--- src/design/assert_macros.svh ---
// Assertion macros used by the top-level design file.
// Depends on nothing; included by files that carry concurrent assertions.
`ifndef ASSERT_MACROS_SVH
`define ASSERT_MACROS_SVH

// An antecedent in a cycle implies a consequent in the same cycle.
`define ASSERT_SAME(label, clk, rst, ante, cons) \
  label: assert property (@(posedge clk) disable iff (rst) (ante) |-> (cons)) \
    else $error("assertion failed: same-cycle implication");

// An antecedent in a cycle implies a consequent in the next cycle.
`define ASSERT_NEXT(label, clk, rst, ante, cons) \
  label: assert property (@(posedge clk) disable iff (rst) (ante) |=> (cons)) \
    else $error("assertion failed: next-cycle implication");

`endif

--- src/design/dtl_ram.sv ---
// Generic single-write, single-read RAM with a registered read port.
// Depends on nothing.
module dtl_ram #(
  parameter int WIDTH = 8,
  parameter int DEPTH = 16
) (
  input  logic                                   clk,
  input  logic                                   we,
  input  logic [((DEPTH > 1) ? $clog2(DEPTH) : 1)-1:0] waddr,
  input  logic [WIDTH-1:0]                       wdata,
  input  logic [((DEPTH > 1) ? $clog2(DEPTH) : 1)-1:0] raddr,
  output logic [WIDTH-1:0]                       rdata
);

  logic [WIDTH-1:0] mem [DEPTH];

  always_ff @(posedge clk) begin
    if (we) begin
      mem[waddr] <= wdata;
    end
    rdata <= mem[raddr];
  end

endmodule

--- config.mk ---
export PLATFORM = sky130hd
export DESIGN_NAME = dtl_ram
export DESIGN_NICKNAME = d
export VERILOG_FILES = /design/src/design/assert_macros.svh /design/src/design/dtl_ram.sv
export SDC_FILE = /design/constraint.sdc
export NUM_CORES = 1
export LEC_CHECK = 0
export ABC_CLOCK_PERIOD_IN_PS = 2300
export BUFFER_PORTS_ARGS = -buffer_cell sky130_fd_sc_hd__buf_2
export CORE_MARGIN = 4
export CORE_UTILIZATION = 40
export DETAILED_ROUTE_END_ITERATION = 7
export SLEW_MARGIN = 25
export SYNTH_ARGS = -nofsm -noshare
export SYNTH_HDL_FRONTEND = slang
export SYNTH_SLANG_ARGS = --single-unit
--- constraint.sdc ---
create_clock -name clk -period 2.3 [get_ports clk]
set_input_delay 0.345 -clock clk [delete_from_list [all_inputs] [get_ports clk]]
set_output_delay 0.345 -clock clk [all_outputs]
set_load 0.05 [all_outputs]
**Word-level counts from Yosys, hierarchy flattened**

Memory sizes are Yosys's and may differ from the RTL's. A register that Yosys moved wholly into a read port is not among the register bits.
Cells that the tools add are included.

- Muxes and demuxes: 2

Operators with widths:

| cell | number |
|---|---|
| 1-bit 2-to-1 mux | 2 |

- Input bits: 18
- Output and inout bits: 8
- Memory bits (writable): 128
- Memories kept: 1
- Register bits after elaboration: 0
- Logic and storage cells: 3

Memory list:

| memory | words | width | rd ports | clocked after memory_dff | wr ports | RTL line | source |
|---|---|---|---|---|---|---|---|
| mem | 16 | 8 | 1 | 1 | 1 | dtl_ram.sv:15 | `logic [WIDTH-1:0] mem [DEPTH];` |

**Depth between registers and ports, before layout**

- Depth after elaboration: 2
- Mapped depth: 5
- Depth with buffers taken out: 3

**Worst setup path after synthesis**

OpenSTA, ideal clock, no wires.

- Kind: input-to-reg
- Start: in waddr[2] in the netlist's numbering
- End: mem mem[0][0], enable pin
- Slack: 462 ps
- Arrival time: 1455 ps
- Data required time: 1917 ps
- Setup time: 383 ps
- Cell stages on the path: 2
- Buffers on the path: 0
- Path through: or3b_2 > nor3_1

RTL lines:

| what | RTL line | source |
|---|---|---|
| start, declared | dtl_ram.sv:9 | `input logic [((DEPTH > 1) ? $clog2(DEPTH) : 1)-1:0] waddr,` |
| end, declared | dtl_ram.sv:15 |  |

No word-level cell before the write port.

==> out/qor.yml <==
critical_path:
  critPathMaxFanout: 32
  slowest_stage: "mux4_1"
  path_class: "in2reg"
  r2r_cells: 3
  critPathCaptureType: "flop"
  r2r_slack_ps: 910
  reg2reg_to: "rdata[4]$_DFF_P_"
  startpoint: "raddr[0]"
  r2r_start: "mem[9][4]$_DFFE_PP_"
  worstSetupStartpointType: "input port"
  cp.arrival_ps: 1730
  max_stage_delay_ps: 580
  critical_path_required_ps: 2570
  critical_path.cell_chain: "buf_2, buf_12, mux4_1, a22oi_1, nand2_1"
sta:
  setup_viol: 0
  max_freq_ghz: 0.6869
  finalHoldViolCount: 0
  fin_crit_ps: 1456
  maxSlewHeadroom_pct: 58.83
  slew_viol_final: 0
  skew_ps: 5.548
  setup_tns_ps: 0
  rsz0062_at_grt: "false"
  worst_slew_pin_slew_ps: 615.2
  fin_crit_sh_pct: 63.30
synthesis:
  ys_ff_latch: 136
  synthArstFlopShare_pct: 0
  synth_area_leaders: "edfxtp_1 (75%), mux4_2 (7.9%), mux4_1 (7.1%)"
  synth-seq-area-share_pct: 77.78
  synthMostInstantiatedCell: "edfxtp_1"
  ys_types: 19
  synth_ff_type: "edfxtp_1"
  synth_nets: 247
  avgSynthCellArea_sq_um: 22.48
  yosysWarnings: 0
  yosysTopAreaCellShare_pct: 74.67
  synth_area_sq_um: 5147
  synth_top_area_cell: "edfxtp_1"
  synthCells: 229
  yosys-top-cells-count: "edfxtp_1 (128), mux4_2 (18), a22oi_1 (16)"
  synth_edf_count: 128
die:
  die-area_sq_um: 14750
  start_util_pct: 40.79
  ios: 26
  num_rows: 41
  dieHeight_microns: 121.4
  placeableCoreArea_sq_um: 12620
  die_w_microns: 121.4
clocking:
  clk_latency_ps: 400
  cts_buffers: 17
  htree_levels: 4
  post_cts_resized: 0
  cts_tree: "done"
  post_cts_buffers: 0
  clk_pin_slew_ps: 60
  holdBufCountCts: 0
  clock_sinks: 136
  cts-root-buf: "clkbuf_16"
  cts_buffer_depth: 2
routing:
  drt_iter0_drc: 244
  first_pass_iters: 4
  totalWireLength_microns: 9749
  remaining_drc_errors: 0
  vias: 2416
  ant_nets: 0
  avgViaCountPerCell: 5.151
  wl_per_cell_microns: 20.79
pwr:
  leakagePower_nw: 2.105
  total_power_mw: 5.852
  p_per_area_nw_per_um2: 946.7
  peakVddDrop_v: 0.0004364
cells_and_area:
  nNetsFinal: 302
  multi_input_area_sq_um: 1057
  final.fill_count: 1038
  seq_area_sq_um: 4004
  fin_area_sq_um: 6182
  final-instance-count-excl-fill: 469
  fin_util_pct: 48.99
  syn2layout_area_growth_pct: 20.10
  num_antenna_cells: 0
  drive_gt1_share_pct: 32.32
placed_design:
  dpl_cell_area_sq_um: 5572
  dp_hpwl_microns: 6321
  globalplace.congestion: 0.7427
  dp_cells: 437
  port_buffers: 25
global_route:
  antenna_found_initial: 0
  overflow: 0
  grt_max_degree: 33
  grt_pass1_vias: 2472
  grtUsageTotal_pct: 14.51
  grt_pass1_wl_microns: 15060
worst_hold_path:
  hold_path_end: "mem[6][7]$_DFFE_PP_"
  min_from: "wdata[7]"
  hold_depth: 1
  hold_path_class: "in2reg"
flow_run:
  drv_cap: 0
status:
  status: "finished clean"
[cells in the final DEF (no fill, tap or decap), types with 2 or more instances in the layout]
master      Yosys  layout
nor2_1         13      13
mux4_1         14      14
bufinv_16       0       4
dfxtp_1         8       8
edfxtp_1      128     128
buf_2           3      25
clkbuf_16       0      17
nor3_1          4       4
nand2_1         9       9
buf_4           1      20
clkinvlp_4      0       3
nand2b_1        2       2
a22oi_1        16      16
nand3b_1        2       2
mux4_2         18      18
clkinv_2        0       6
[layout make-up]
type                       instances  share of cell area [%]
tap                              172                   3.481
multi-input combinational         83                   17.10
clock buffer                      18                   6.942
sequential                       136                   64.76
timing repair buffer              46                   4.776
clock inverter                    14                   2.935
[power by group]
| part | switching (mW) | total, mW | internal, mW |
|---|---|---|---|
| combinational | 0.197 | 0.309 | 0.111 |
| clock | 0.950 | 2.75 | 1.80 |
| sequential | 0.0192 | 2.79 | 2.77 |
| total | 1.17 | 5.85 | 4.69 |
[through the flow]
stage | hold slack [ps] | setup WS, ps
after floorplan | 443.9 | 462.1
after global placement | 657.9 | 443.9
after detailed placement | 666.7 | 424.4
after CTS | 315.8 | 848.3
after global routing | 325.1 | 800.7
final | 325.2 | 844.2
[how the worst max path moves through the flow]
stage / endpoint / cells past startpoint
after floorplan: mem[0][0]$_DFFE_PP_ / 2
after global placement: rdata[1]$_DFF_P_ / 5
after detailed placement: rdata[1]$_DFF_P_ / 5
after CTS: rdata[1]$_DFF_P_ / 5
after global routing: rdata[4]$_DFF_P_ / 5
final: rdata[4]$_DFF_P_ / 5
[registers in the layout (all words and copies together) (netlist names)]
register and cells:
rdata 8, mem 128
[worst max-delay path: cells and delay by family]
family | cells | cell delay [ps]
buf+inv | 2 | 350
simple gates | 1 | 100
compound gates | 1 | 320
mux | 1 | 580
[kinds of logic (layout without fill, tap and decap cells)]
logic type	count (synthesis)	count (layout)	synth area share [%]
AND/OR/NAND/NOR	35	35	3.184
AO/OA/AOI/OAI	16	16	2.334
flip-flops	136	136	77.78
buffers and inverters	10	78	1.677
multiplexers	32	32	15.02
[routing by layer]
layer / part of all wire (%) / GRT usage, % / vias to the layer above
li1: - / - / 1088
met1: 45 / 20.16 / 1251
met2: 49 / 22.04 / 69
met3: 5.8 / 3.730 / 8
met4: 1.2 / 5.672 / 0
met5: 0 / 0 / -
No activity file was read; power rests on OpenSTA's default activity.
